**config.mk**
```make
export PLATFORM = sky130hd
export DESIGN_NAME = rle_24bit_symbol_stream_decoder_top
export DESIGN_NICKNAME = d
export VERILOG_FILES = /design/src/sv/rsd_pkg.sv /design/src/sv/rle_24bit_symbol_stream_decoder_top.sv /design/src/sv/rsd_parser.sv /design/src/sv/rsd_result_fifo.sv
export VERILOG_INCLUDE_DIRS = /design/src /design/src/sv
export SDC_FILE = /design/constraint.sdc
export NUM_CORES = 1
export LEC_CHECK = 0
export ABC_AREA = 1
export BUFFER_PORTS_ARGS = -buffer_cell sky130_fd_sc_hd__buf_4
export CORE_ASPECT_RATIO = 1.25
export CORE_UTILIZATION = 35
export CTS_BUF_LIST = sky130_fd_sc_hd__clkbuf_16
export DETAILED_ROUTE_END_ITERATION = 10
export PLACE_DENSITY = 0.48
export RECOVER_POWER = 25
export SETUP_SLACK_MARGIN = 0.4
export SYNTH_ARGS = -nofsm -noshare
export SYNTH_HDL_FRONTEND = slang
export SYNTH_SLANG_ARGS = --single-unit
```
**constraint.sdc**
```tcl
create_clock -name clk_i -period 17.2 [get_ports clk_i]
set_clock_uncertainty 0.2 [all_clocks]
set_input_delay 4.3 -clock clk_i [delete_from_list [all_inputs] [get_ports clk_i]]
set_output_delay 4.3 -clock clk_i [all_outputs]
set_load 0.02 [all_outputs]
```
**src/sv/rle_24bit_symbol_stream_decoder_top_assert.svh**
```systemverilog
// Assertion macros used by the decoder's top-level RTL file.
`ifndef RLE_24BIT_SYMBOL_STREAM_DECODER_TOP_ASSERT_SVH
`define RLE_24BIT_SYMBOL_STREAM_DECODER_TOP_ASSERT_SVH

// A property that must hold at every clock edge outside reset.
`define RSD_ASSERT(label, clk, rst_n, prop) \
  label: assert property (@(posedge clk) disable iff (!(rst_n)) (prop)) \
    else $error("rsd assertion failed");

// A condition that must hold in the same cycle as its trigger.
`define RSD_ASSERT_IMPL(label, clk, rst_n, ante, cons) \
  label: assert property (@(posedge clk) disable iff (!(rst_n)) (ante) |-> (cons)) \
    else $error("rsd assertion failed");

`endif

```
**src/sv/rsd_pkg.sv**
```systemverilog
// Types, constants and codes shared by the run-length decoder modules.
package rsd_pkg;

  localparam int SymBytes      = 3;
  localparam int ShortMinRange = (3 + 1 + 1) + 2;
  localparam int RepeatBias    = ShortMinRange / SymBytes - 1;

  localparam int FifoDepth = 4;
  localparam int FifoPtrW  = $clog2(FifoDepth);
  localparam int FifoCntW  = $clog2(FifoDepth + 1);

  typedef enum logic [1:0] {
    KindLit = 2'd0,
    KindRun = 2'd1,
    KindEnd = 2'd2,
    KindErr = 2'd3
  } kind_e;

  typedef enum logic {
    CfgOutputCapacity = 1'b0,
    CfgInputCapacity  = 1'b1
  } cfg_index_e;

  typedef struct packed {
    kind_e       kind;
    logic [7:0]  literal_byte;
    logic [23:0] run_symbol;
    logic [32:0] run_repeats;
    logic [31:0] original_size;
    logic        last;
  } result_t;

  typedef struct packed {
    logic [1:0] count;
    result_t    r0;
    result_t    r1;
  } push_t;

endpackage

```
**src/sv/rle_24bit_symbol_stream_decoder_top.sv**
```systemverilog
// Top level of the run-length decoder for streams of 24-bit symbols.
//
// Usage:
// The input channel (in_valid_i, in_stall_o) carries one compressed byte per
// request, with stream_start_i set on the first header byte of a stream.
// The output channel (out_valid_o, out_stall_i) carries one result per
// request: a literal byte, a run descriptor, a stream end or a header error.
// A byte causes zero, one or two results; last_o marks the final one.
// The capacity registers are written through cfg_we_i, cfg_index_i and
// cfg_data_i while no stream byte is in flight.
// An accepted byte is registered, then its results are registered in the queue.
// One byte is taken every cycle as long as results drain at the same pace;
// a literal that ends a token adds one extra result to the four-entry queue.
// The input side stalls when the queue has fewer than two free entries.
// A stalled output holds its result and fills the queue, which then stalls
// the input. Reset halts the parser until a stream start, empties the queue
// and sets both capacities to their largest value.
`include "rle_24bit_symbol_stream_decoder_top_assert.svh"

module rle_24bit_symbol_stream_decoder_top (
  input  logic        clk_i,
  input  logic        rst_ni,
  input  logic        cfg_we_i,
  input  logic        cfg_index_i,
  input  logic [31:0] cfg_data_i,
  input  logic        in_valid_i,
  output logic        in_stall_o,
  input  logic        stream_start_i,
  input  logic [7:0]  in_byte_i,
  output logic        out_valid_o,
  input  logic        out_stall_i,
  output logic [1:0]  kind_o,
  output logic [7:0]  literal_byte_o,
  output logic [23:0] run_symbol_o,
  output logic [32:0] run_repeats_o,
  output logic [31:0] original_size_o,
  output logic        last_o
);

  logic [31:0]                  out_cap_q;
  logic [31:0]                  in_cap_q;
  logic                         in_valid_q, in_valid_d;
  logic                         start_q;
  logic [7:0]                   byte_q;
  logic                         room;
  logic                         fire;
  logic                         accept;
  logic                         pop;
  rsd_pkg::push_t               push;
  rsd_pkg::result_t             head;
  logic [rsd_pkg::FifoCntW-1:0] fifo_count;

  always_ff @(posedge clk_i or negedge rst_ni) begin
    if (!rst_ni) begin
      out_cap_q <= '1;
      in_cap_q  <= '1;
    end else if (cfg_we_i) begin
      unique case (rsd_pkg::cfg_index_e'(cfg_index_i))
        rsd_pkg::CfgOutputCapacity: out_cap_q <= cfg_data_i;
        rsd_pkg::CfgInputCapacity:  in_cap_q  <= cfg_data_i;
        default: begin
        end
      endcase
    end
  end

  assign room       = fifo_count <= rsd_pkg::FifoCntW'(rsd_pkg::FifoDepth - 2);
  assign fire       = in_valid_q && room;
  assign in_stall_o = in_valid_q && !room;
  assign accept     = in_valid_i && !in_stall_o;

  always_comb begin
    in_valid_d = in_valid_q;
    if (accept) begin
      in_valid_d = 1'b1;
    end else if (fire) begin
      in_valid_d = 1'b0;
    end
  end

  always_ff @(posedge clk_i or negedge rst_ni) begin
    if (!rst_ni) begin
      in_valid_q <= 1'b0;
    end else begin
      in_valid_q <= in_valid_d;
    end
  end

  always_ff @(posedge clk_i) begin
    if (accept) begin
      start_q <= stream_start_i;
      byte_q  <= in_byte_i;
    end
  end

  rsd_parser u_parser (
    .clk_i     (clk_i),
    .rst_ni    (rst_ni),
    .fire_i    (fire),
    .start_i   (start_q),
    .byte_i    (byte_q),
    .out_cap_i (out_cap_q),
    .in_cap_i  (in_cap_q),
    .push_o    (push)
  );

  assign out_valid_o = fifo_count != '0;
  assign pop         = out_valid_o && !out_stall_i;

  rsd_result_fifo u_fifo (
    .clk_i   (clk_i),
    .rst_ni  (rst_ni),
    .push_i  (push),
    .pop_i   (pop),
    .head_o  (head),
    .count_o (fifo_count)
  );

  assign kind_o          = head.kind;
  assign literal_byte_o  = head.literal_byte;
  assign run_symbol_o    = head.run_symbol;
  assign run_repeats_o   = head.run_repeats;
  assign original_size_o = head.original_size;
  assign last_o          = head.last;

  `RSD_ASSERT(a_fifo_bound, clk_i, rst_ni,
              fifo_count <= rsd_pkg::FifoCntW'(rsd_pkg::FifoDepth))
  `RSD_ASSERT_IMPL(a_push_room, clk_i, rst_ni, push.count != 2'd0,
                   fifo_count <= rsd_pkg::FifoCntW'(rsd_pkg::FifoDepth - 2))
  `RSD_ASSERT_IMPL(a_pair_starts_literal, clk_i, rst_ni, push.count == 2'd2,
                   push.r0.kind == rsd_pkg::KindLit && !push.r0.last && push.r1.last)

endmodule

```
**src/sv/rsd_parser.sv**
```systemverilog
// Header and token parser: holds the stream state and makes up to two results per byte.
module rsd_parser (
  input  logic                clk_i,
  input  logic                rst_ni,
  input  logic                fire_i,
  input  logic                start_i,
  input  logic [7:0]          byte_i,
  input  logic [31:0]         out_cap_i,
  input  logic [31:0]         in_cap_i,
  output rsd_pkg::push_t      push_o
);

  typedef enum logic [3:0] {
    PhHalt    = 4'd0,
    PhHdrOrig = 4'd1,
    PhHdrComp = 4'd2,
    PhSym     = 4'd3,
    PhCnt     = 4'd4,
    PhCntExt  = 4'd5,
    PhOfs     = 4'd6,
    PhOfsExt  = 4'd7,
    PhLit     = 4'd8
  } phase_e;

  phase_e      phase_q, phase_d;
  logic [1:0]  pos_q, pos_d;
  logic [31:0] acc_q, acc_d;
  logic [31:0] orig_q, orig_d;
  logic [23:0] sym_q, sym_d;
  logic [31:0] count_q, count_d;
  logic [31:0] lit_q, lit_d;

  phase_e           ph;
  logic [1:0]       pos;
  logic [31:0]      acc;
  logic [31:0]      acc_g;
  logic [31:0]      offset;
  logic [31:0]      left;
  rsd_pkg::result_t fin_res;
  phase_e           fin_phase;
  rsd_pkg::push_t   push;

  function automatic rsd_pkg::result_t mk(rsd_pkg::kind_e kind, logic [7:0] lit,
                                          logic [23:0] sym, logic [32:0] rep,
                                          logic [31:0] orig);
    rsd_pkg::result_t r;
    r.kind          = kind;
    r.literal_byte  = lit;
    r.run_symbol    = sym;
    r.run_repeats   = rep;
    r.original_size = orig;
    r.last          = 1'b0;
    return r;
  endfunction

  always_comb begin
    if (count_q == 32'd0) begin
      fin_res   = mk(rsd_pkg::KindEnd, 8'd0, 24'd0, 33'd0, orig_q);
      fin_phase = PhHalt;
    end else begin
      fin_res   = mk(rsd_pkg::KindRun, 8'd0, sym_q,
                     33'(count_q) + 33'(rsd_pkg::RepeatBias), 32'd0);
      fin_phase = PhSym;
    end
  end

  always_comb begin
    ph  = start_i ? PhHdrOrig : phase_q;
    pos = start_i ? 2'd0 : pos_q;
    acc = start_i ? 32'd0 : acc_q;

    if (pos == 2'd0) begin
      acc_g = 32'(byte_i);
    end else begin
      acc_g = acc | (32'(byte_i) << {pos, 3'b000});
    end

    phase_d    = ph;
    pos_d      = pos;
    acc_d      = acc;
    orig_d     = orig_q;
    sym_d      = sym_q;
    count_d    = count_q;
    lit_d      = lit_q;
    offset     = 32'd0;
    left       = 32'd0;
    push.count = 2'd0;
    push.r0    = mk(rsd_pkg::KindLit, 8'd0, 24'd0, 33'd0, 32'd0);
    push.r1    = mk(rsd_pkg::KindLit, 8'd0, 24'd0, 33'd0, 32'd0);

    unique case (ph)
      PhHalt: begin
      end
      PhHdrOrig: begin
        acc_d = acc_g;
        if (pos == 2'd3) begin
          pos_d   = 2'd0;
          orig_d  = acc_g;
          phase_d = PhHdrComp;
        end else begin
          pos_d = pos + 2'd1;
        end
      end
      PhHdrComp: begin
        acc_d = acc_g;
        if (pos == 2'd3) begin
          pos_d = 2'd0;
          if (orig_q > out_cap_i || acc_g > in_cap_i ||
              out_cap_i == 32'd0 || in_cap_i == 32'd0) begin
            phase_d    = PhHalt;
            push.count = 2'd1;
            push.r0    = mk(rsd_pkg::KindErr, 8'd0, 24'd0, 33'd0, 32'd0);
          end else begin
            phase_d = PhSym;
          end
        end else begin
          pos_d = pos + 2'd1;
        end
      end
      PhSym: begin
        acc_d = acc_g;
        if (pos == 2'(rsd_pkg::SymBytes - 1)) begin
          pos_d   = 2'd0;
          sym_d   = acc_g[23:0];
          phase_d = PhCnt;
        end else begin
          pos_d = pos + 2'd1;
        end
      end
      PhCnt: begin
        if (byte_i == 8'd0) begin
          phase_d = PhCntExt;
          pos_d   = 2'd0;
        end else begin
          count_d = 32'(byte_i);
          phase_d = PhOfs;
        end
      end
      PhCntExt: begin
        acc_d = acc_g;
        if (pos == 2'd3) begin
          pos_d   = 2'd0;
          count_d = acc_g;
          phase_d = PhOfs;
        end else begin
          pos_d = pos + 2'd1;
        end
      end
      PhOfs, PhOfsExt: begin
        if (ph == PhOfs) begin
          offset = 32'(byte_i);
          if (byte_i == 8'd0) begin
            phase_d = PhOfsExt;
            pos_d   = 2'd0;
          end
        end else begin
          acc_d  = acc_g;
          offset = acc_g;
          if (pos == 2'd3) begin
            pos_d = 2'd0;
            if (acc_g == 32'd0) begin
              phase_d    = PhHalt;
              push.count = 2'd1;
              push.r0    = mk(rsd_pkg::KindEnd, 8'd0, 24'd0, 33'd0, orig_q);
            end
          end else begin
            pos_d = pos + 2'd1;
          end
        end
        if ((ph == PhOfs && byte_i != 8'd0) ||
            (ph == PhOfsExt && pos == 2'd3 && acc_g != 32'd0)) begin
          left  = offset - 32'd1;
          lit_d = left;
          if (left == 32'd0) begin
            phase_d    = fin_phase;
            pos_d      = 2'd0;
            push.count = 2'd1;
            push.r0    = fin_res;
          end else begin
            phase_d = PhLit;
          end
        end
      end
      PhLit: begin
        left       = lit_q - 32'd1;
        lit_d      = left;
        push.count = 2'd1;
        push.r0    = mk(rsd_pkg::KindLit, byte_i, 24'd0, 33'd0, 32'd0);
        if (left == 32'd0) begin
          phase_d    = fin_phase;
          pos_d      = 2'd0;
          push.count = 2'd2;
          push.r1    = fin_res;
        end
      end
      default: begin
        phase_d = PhHalt;
      end
    endcase

    push.r0.last = (push.count == 2'd1);
    push.r1.last = (push.count == 2'd2);
    if (!fire_i) begin
      push.count = 2'd0;
    end
  end

  assign push_o = push;

  always_ff @(posedge clk_i or negedge rst_ni) begin
    if (!rst_ni) begin
      phase_q <= PhHalt;
      pos_q   <= 2'd0;
      acc_q   <= 32'd0;
      orig_q  <= 32'd0;
      sym_q   <= 24'd0;
      count_q <= 32'd0;
      lit_q   <= 32'd0;
    end else if (fire_i) begin
      phase_q <= phase_d;
      pos_q   <= pos_d;
      acc_q   <= acc_d;
      orig_q  <= orig_d;
      sym_q   <= sym_d;
      count_q <= count_d;
      lit_q   <= lit_d;
    end
  end

endmodule

```
**src/sv/rsd_result_fifo.sv**
```systemverilog
// Small result queue that takes up to two results a cycle and gives one.
module rsd_result_fifo (
  input  logic                             clk_i,
  input  logic                             rst_ni,
  input  rsd_pkg::push_t                   push_i,
  input  logic                             pop_i,
  output rsd_pkg::result_t                 head_o,
  output logic [rsd_pkg::FifoCntW-1:0]     count_o
);

  rsd_pkg::result_t                 slots_q [rsd_pkg::FifoDepth];
  logic [rsd_pkg::FifoPtrW-1:0]     wr_q, wr_d;
  logic [rsd_pkg::FifoPtrW-1:0]     rd_q, rd_d;
  logic [rsd_pkg::FifoCntW-1:0]     count_q, count_d;

  always_comb begin
    wr_d    = wr_q + rsd_pkg::FifoPtrW'(push_i.count);
    rd_d    = rd_q + rsd_pkg::FifoPtrW'(pop_i);
    count_d = count_q + rsd_pkg::FifoCntW'(push_i.count) - rsd_pkg::FifoCntW'(pop_i);
  end

  always_ff @(posedge clk_i or negedge rst_ni) begin
    if (!rst_ni) begin
      wr_q    <= '0;
      rd_q    <= '0;
      count_q <= '0;
    end else begin
      wr_q    <= wr_d;
      rd_q    <= rd_d;
      count_q <= count_d;
    end
  end

  always_ff @(posedge clk_i) begin
    if (push_i.count != 2'd0) begin
      slots_q[wr_q] <= push_i.r0;
    end
    if (push_i.count == 2'd2) begin
      slots_q[wr_q + rsd_pkg::FifoPtrW'(1)] <= push_i.r1;
    end
  end

  assign head_o  = slots_q[rd_q];
  assign count_o = count_q;

endmodule

```
==> flow_summary.yaml, run 1 <==
floorplanning:
  ios: 149
  die_y_um: 357
  start_util: 0.355
  rows: 129
  die-area_um2: 102000
  core-area_um2: 99400
  die_x_um: 286
power_and_ir_drop:
  ir_drop_mv: 0.128
  p_comb_frac: 0.393
  switchingPower_w: 0.00233
  leakage_nw: 16.6
  internal_power_w: 0.00321
  p_seq_frac: 0.340
  sw_frac_of_total: 0.421
  clockPowerShare: 0.267
  power_density_nw_per_um2: 140
worst_setup_path:
  setup.worst_path.start: "start_q"
  required_ps: 17250
  cp_common_cell: "nand2_1"
  crit_path_max_incr_delay_ps: 1410
  path_class: "register to register"
  crit_path_start_kind: "register"
  arrival_ps: 11730
  ff2ff_path_depth: 28
  cp_num_cells: 28
  cpLargestDelayFamily: "simple AND/OR/NAND/NOR gates"
  critPathMaxFanout: 66
  r2r_start: "start_q"
  cp-end-kind: "register"
  path_buf_inv: 7
  crit_slowest_cell: "clkbuf_1"
timing:
  max_freq_ghz: 0.0856
  min_period_over_period: 0.679
  grt_setup_unrepaired: "false"
  slew_headroom: -1.63
  period_needed_ps: 11690
  finalHoldViolations: 0
  setup_violations: 0
  worst_pin_slew_ps: 3940
  slew_violations: 355
  fin_setup_tns_ps: 0
clock_network:
  numCtsBuffers: 73
  clock-sinks: 639
  hold_buffers: 0
  path_clk_slew_ps: 60
  clock_path_buffers: 3
  postCtsResizedCells: 0
  htreeDepth: 3
  clk_latency_ps: 650
  cts_tree: "done"
  clockRootBuffer: "clkbuf_16"
  cts_setup_buffers: 0
logic_synthesis:
  synth.top_cells.by_count: "nand2_1 (742), nor2_1 (483), o22ai_1 (441), o21ai_0 (421), inv_1 (417)"
  synth_most_common_cell: "nand2_1"
  ys_top_cells_by_area: "edfxtp_1 (32%), dfrtp_1 (12%), nand2_1 (7.9%)"
  avgSynthCellArea_um2: 8.36
  yosys.area.top_type_share: 0.321
  synth_area_um2: 35300
  synth_edf_count: 377
  synth_ff_type: "edfxtp_1"
  synth.net_count: 4344
  synth-seq-cells: 639
  ys_types: 52
  synth_warnings: 0
  synth-async-reset-ratio: 0.360
  synth-seq-area-share: 0.505
  synthCells: 4218
  synth.largest_area_cell: "edfxtp_1"
detailed_routing:
  drtIter0Drc: 2539
  post_drt_wl_per_cell_um: 24.1
  drc: 0
  postRouteAntennaNets: 0
  vias: 31400
  drt-pass1-iter-count: 5
  vias_per_cell: 5.61
  routed_wl_um: 135000
global_route:
  grt.overflow.total: 0
  grt_max_degree: 125
  grtUsageTotal: 0.260
  grt_pass1_wl_um: 199000
  grt_pass1_vias: 30200
  antenna_found_initial: 0
cells_and_area:
  area_growth_pct: 12.2
  diodes: 0
  nNetsFinal: 4357
  layout-drive-gt1-share: 0.0942
  final_util: 0.398
hold_path:
  min_from: "u_fifo.slots_q[1][90]"
  hold-path-cell-count: 2
  hold_class: "register to register"
run:
  cap_viol_max_count: 6
placement:
  gp_congestion: 0.948
  dp_hpwl_um: 91000
  portBuffers: 148
status:
  violations: "max-capacitance violations, max-slew violations"
  status: "complete, but fails checks"
[cells by family after synthesis]
logic type,Yosys count,synth area share
AO/OA/AOI/OAI,1125,0.182
XOR/XNOR,52,0.0129
adder cells (fa/ha/maj),79,0.0282
buffers and inverters,680,0.0749
flip-flops,639,0.505
AND/OR/NAND/NOR,1643,0.197
[area by class of cell]
| type | count | area, um2 |
|---|---|---|
| fill | 10300 | 59900 |
| sequential | 639 | 17800 |
| clock buffer | 74 | 1850 |
| clock inverter | 58 | 337 |
| inverter | 425 | 1600 |
| tap | 1310 | 1640 |
| timing repair buffer | 193 | 1420 |
| multi-input combinational | 2899 | 14900 |
[worst paths after layout]
kind,endpoint,slack [ps]
worst max register to register,u_fifo.slots_q[1][86],5510
worst min register to register,u_fifo.slots_q[1][90],280
worst max-delay path,u_fifo.slots_q[1][86],5510
worst min-delay path,u_fifo.slots_q[1][90],280
min in group asynchronous,u_parser.orig_q[21],4850
max in group asynchronous,u_fifo.rd_q[1],6790
[per-stage QoR]
stage / hold slack [ps] / setup WS (ps) / power (W) / std cells / instance area [um2]
5_1_grt: 301 / 4670 / 0.00583 / 5598 / 39600
4_1_cts: 282 / 7580 / 0.00558 / 5598 / 39600
3_3_place_gp: 262 / 7850 / 0.00410 / 5466 / 37400
3_5_place_dp: 267 / 7620 / 0.00410 / 5466 / 37400
2_1_floorplan: 246 / 10420 / 0.00315 / 4218 / 35300
6_report: 281 / 5510 / 0.00554 / 5598 / 39600
[placed cells by master, fill, tap and decap left out, types with 7 or more instances in the layout]
cell	netlist	layout
a21oi_1	187	187
a22oi_1	8	8
buf_4	1	173
clkbuf_1	194	8
clkbuf_16	0	74
clkbuf_4	0	12
clkinv_1	1	13
clkinv_2	0	15
dfrtp_1	166	164
dfstp_2	64	64
dfxtp_1	32	32
edfxtp_1	377	377
ha_1	78	78
inv_1	417	441
inv_2	7	7
nand2_1	742	730
nand2_2	7	13
nand2_4	3	9
nand3_1	216	216
nand3b_1	9	9
nand4_1	68	68
nor2_1	483	480
nor2_2	11	12
nor3_1	42	40
nor4_1	45	45
o211ai_1	15	15
o21ai_0	421	421
o221ai_1	16	16
o22a_1	15	15
o22ai_1	441	441
xor2_1	46	46
[power groups by stage]
stage	Sequential [W]	Clock, W	Combinational, W
detailed placement	0.00191	0	0.00219
floorplan	0.00181	0	0.00134
global placement	0.00191	0	0.00219
global route	0.00189	0.00156	0.00238
finish	0.00188	0.00148	0.00218
CTS	0.00188	0.00151	0.00220
[metal layers]
layer / GRT usage / share of wire / vias up
li1: - / - / 14800
met1: 0.347 / 0.43 / 15300
met2: 0.429 / 0.47 / 1081
met3: 0.0311 / 0.056 / 225
met4: 0.105 / 0.039 / 0
met5: 0 / 0 / -
[registers in the layout, summed over array words and instances (netlist names), 8 cells and up]
signal            count
u_fifo.slots_q      400
in_cap_q             32
out_cap_q            32
u_parser.acc_q       32
u_parser.count_q     32
u_parser.lit_q       32
u_parser.orig_q      32
u_parser.sym_q       24
byte_q                8
[worst min-delay path, cell delays in order, from the launching register on]
cell and delay, ps:
dfxtp_1 320, a21oi_1 40, nor2_1 80
(Power assumes the default switching activity.)
==> run 2: changes to the inputs <==
Settings changed: PLACE_DENSITY 0.48 to 0.5.
Clock period 17.2 ns to 9.41 ns, I/O delays scaled along.
==> run 2 against run 1 <==
Net effect:
- the run still ends with max-capacitance violations, max-slew violations left
- setup slack got worse by 4300 ps
- via count rose by 0.58%
- final area is 0.96% higher
- count of clock-buffer cells in the layout is 2 higher
- die area is the same
- routed wire length is 0.70% lower
- maximum frequency is 43% higher
- register-to-register slack worse by 4300 ps
- non-clock buffer count is 19 higher
- first-iteration DRC count rose by 17%
- critical path depth stayed put
- clock power rose by 95%
- critical endpoint is now u_fifo.slots_q[0][37]
- largest power group unchanged
==> flow_summary.yaml, run 2 (same netlist as run 1, synthesis figures left out) <==
clock_network:
  htreeDepth: 3
  clock_path_buffers: 3
  clk_latency_ps: 640
  cts_tree: "done"
  clock-sinks: 639
  hold_buffers: 0
  path_clk_slew_ps: 60
  clockRootBuffer: "clkbuf_16"
  cts_setup_buffers: 0
  postCtsResizedCells: 0
  numCtsBuffers: 74
power_and_ir_drop:
  leakage_nw: 16.3
  p_seq_frac: 0.334
  p_comb_frac: 0.385
  switchingPower_w: 0.00426
  sw_frac_of_total: 0.415
  ir_drop_mv: 0.139
  internal_power_w: 0.00602
  power_density_nw_per_um2: 257
  clockPowerShare: 0.281
floorplanning:
  start_util: 0.355
  die-area_um2: 102000
  core-area_um2: 99400
  rows: 129
  die_x_um: 286
  die_y_um: 357
  ios: 149
status:
  violations: "max-capacitance violations, max-slew violations"
  status: "complete, but fails checks"
hold_path:
  hold_class: "register to register"
  worstHoldEndpoint: "u_fifo.slots_q[1][95]"
  min_from: "u_fifo.slots_q[1][95]"
  hold-path-cell-count: 2
cells_and_area:
  nNetsFinal: 4377
  regMostFlops: "u_fifo.slots_q"
  area_growth_pct: 13.3
  largest_reg_flops: 400
  diodes: 0
  mostFrequentLayoutCells: "nand2_1 (731), nor2_1 (481), inv_1 (441), o22ai_1 (441), o21ai_0 (421)"
  final_common_cell: "nand2_1"
  layout-drive-gt1-share: 0.0995
worst_setup_path:
  r2r_slack_ps: 1250
  path_class: "register to register"
  crit_slowest_cell: "edfxtp_1"
  reg2reg_to: "u_fifo.slots_q[0][37]"
  required_ps: 9470
  r2r_start: "start_q"
  arrival_ps: 8220
  cp-end-kind: "register"
  critPathMaxFanout: 72
  crit_path_start_kind: "register"
  crit_path_max_incr_delay_ps: 700
  cp_common_cell: "nand2_1"
  ff2ff_path_depth: 28
run:
  cap_viol_max_count: 5
timing:
  worst_pin_slew_ps: 5580
  fin_setup_tns_ps: 0
  whs_ps: 281
  slew_headroom: -2.72
  max_freq_ghz: 0.123
  min_period_over_period: 0.867
  finalHoldViolations: 0
  setup_violations: 0
  period_needed_ps: 8160
  grt_setup_unrepaired: "false"
  slew_violations: 352
detailed_routing:
  post_drt_wl_per_cell_um: 23.9
  drt-pass1-iter-count: 5
  routed_wl_um: 134000
  vias_per_cell: 5.62
  drtIter0Drc: 2972
  vias: 31600
  postRouteAntennaNets: 0
  drc: 0
global_route:
  grtUsageTotal: 0.259
  grt_pass1_vias: 30900
  antenna_found_initial: 1
  grt_max_degree: 134
  grt.overflow.total: 0
  grt_pass1_wl_um: 200000
placement:
  gp_congestion: 0.946
  dp_hpwl_um: 91700
  portBuffers: 148
run 2: cell count changes in the layout (fill, tap and decap cells not counted), sizes merged:
cell,change
clkinv,-9
clkbuf,-2
buf,+23
bufinv,+4
inv,+5
clkinvlp,+2
run 2: metrics by stage:
step                area [um2]  worst slack [ps]  power (W)   util  instances
global route             39900               612     0.0108  0.402       5621
CTS                      40000              1560     0.0104  0.402       5621
detailed placement       37600              1590    0.00746  0.378       5485
floorplan                35300              2630    0.00572      -       4218
finish                   39900              1250     0.0103  0.402       5621
global placement         37600              1760    0.00746  0.378       5485
run 2: area by class of cell:
type	instances	area, um2
fill	10300	59500
clock inverter	60	489
clock buffer	76	1900
multi-input combinational	2899	14900
tap	1310	1640
inverter	425	1600
timing repair buffer	212	1600
sequential	639	17800
run 2: power by group through the flow:
stage / combinational, W / sequential, W / clock (W)
after global routing: 0.00431 / 0.00345 / 0.00305
after CTS: 0.00399 / 0.00342 / 0.00294
after detailed placement: 0.00398 / 0.00348 / 0
after floorplan: 0.00241 / 0.00331 / 0
final: 0.00396 / 0.00343 / 0.00289
after global placement: 0.00399 / 0.00348 / 0
run 2: how the worst max path moves through the flow:
| stage | slack [ps] | start | cells after the start | endpoint |
|---|---|---|---|---|
| final | 1250 | start_q | 28 | u_fifo.slots_q[0][37] |
| after global routing | 610 | start_q | 28 | u_fifo.slots_q[0][25] |
| after CTS | 1560 | start_q | 28 | u_fifo.slots_q[0][27] |
| after detailed placement | 1590 | start_q | 28 | u_fifo.slots_q[0][18] |
| after global placement | 1760 | start_q | 28 | u_fifo.slots_q[0][18] |
| after floorplan | 2630 | start_q | 29 | u_fifo.slots_q[1][0] |
run 2: critical path: cells and delay by family (launching register included):
family                     cells  cell delay [ps]
and+or+nand+nor               20             3900
buffers and inverters          6             2010
adders and majority gates      2              840
DFF                            1              700
run 2: metal layers:
layer | track usage | vias up | part of all wire
li1 | - | 14900 | -
met1 | 0.345 | 15300 | 0.43
met2 | 0.430 | 1197 | 0.47
met3 | 0.0302 | 252 | 0.062
met4 | 0.104 | 2 | 0.038
met5 | 0 | - | 0.000075
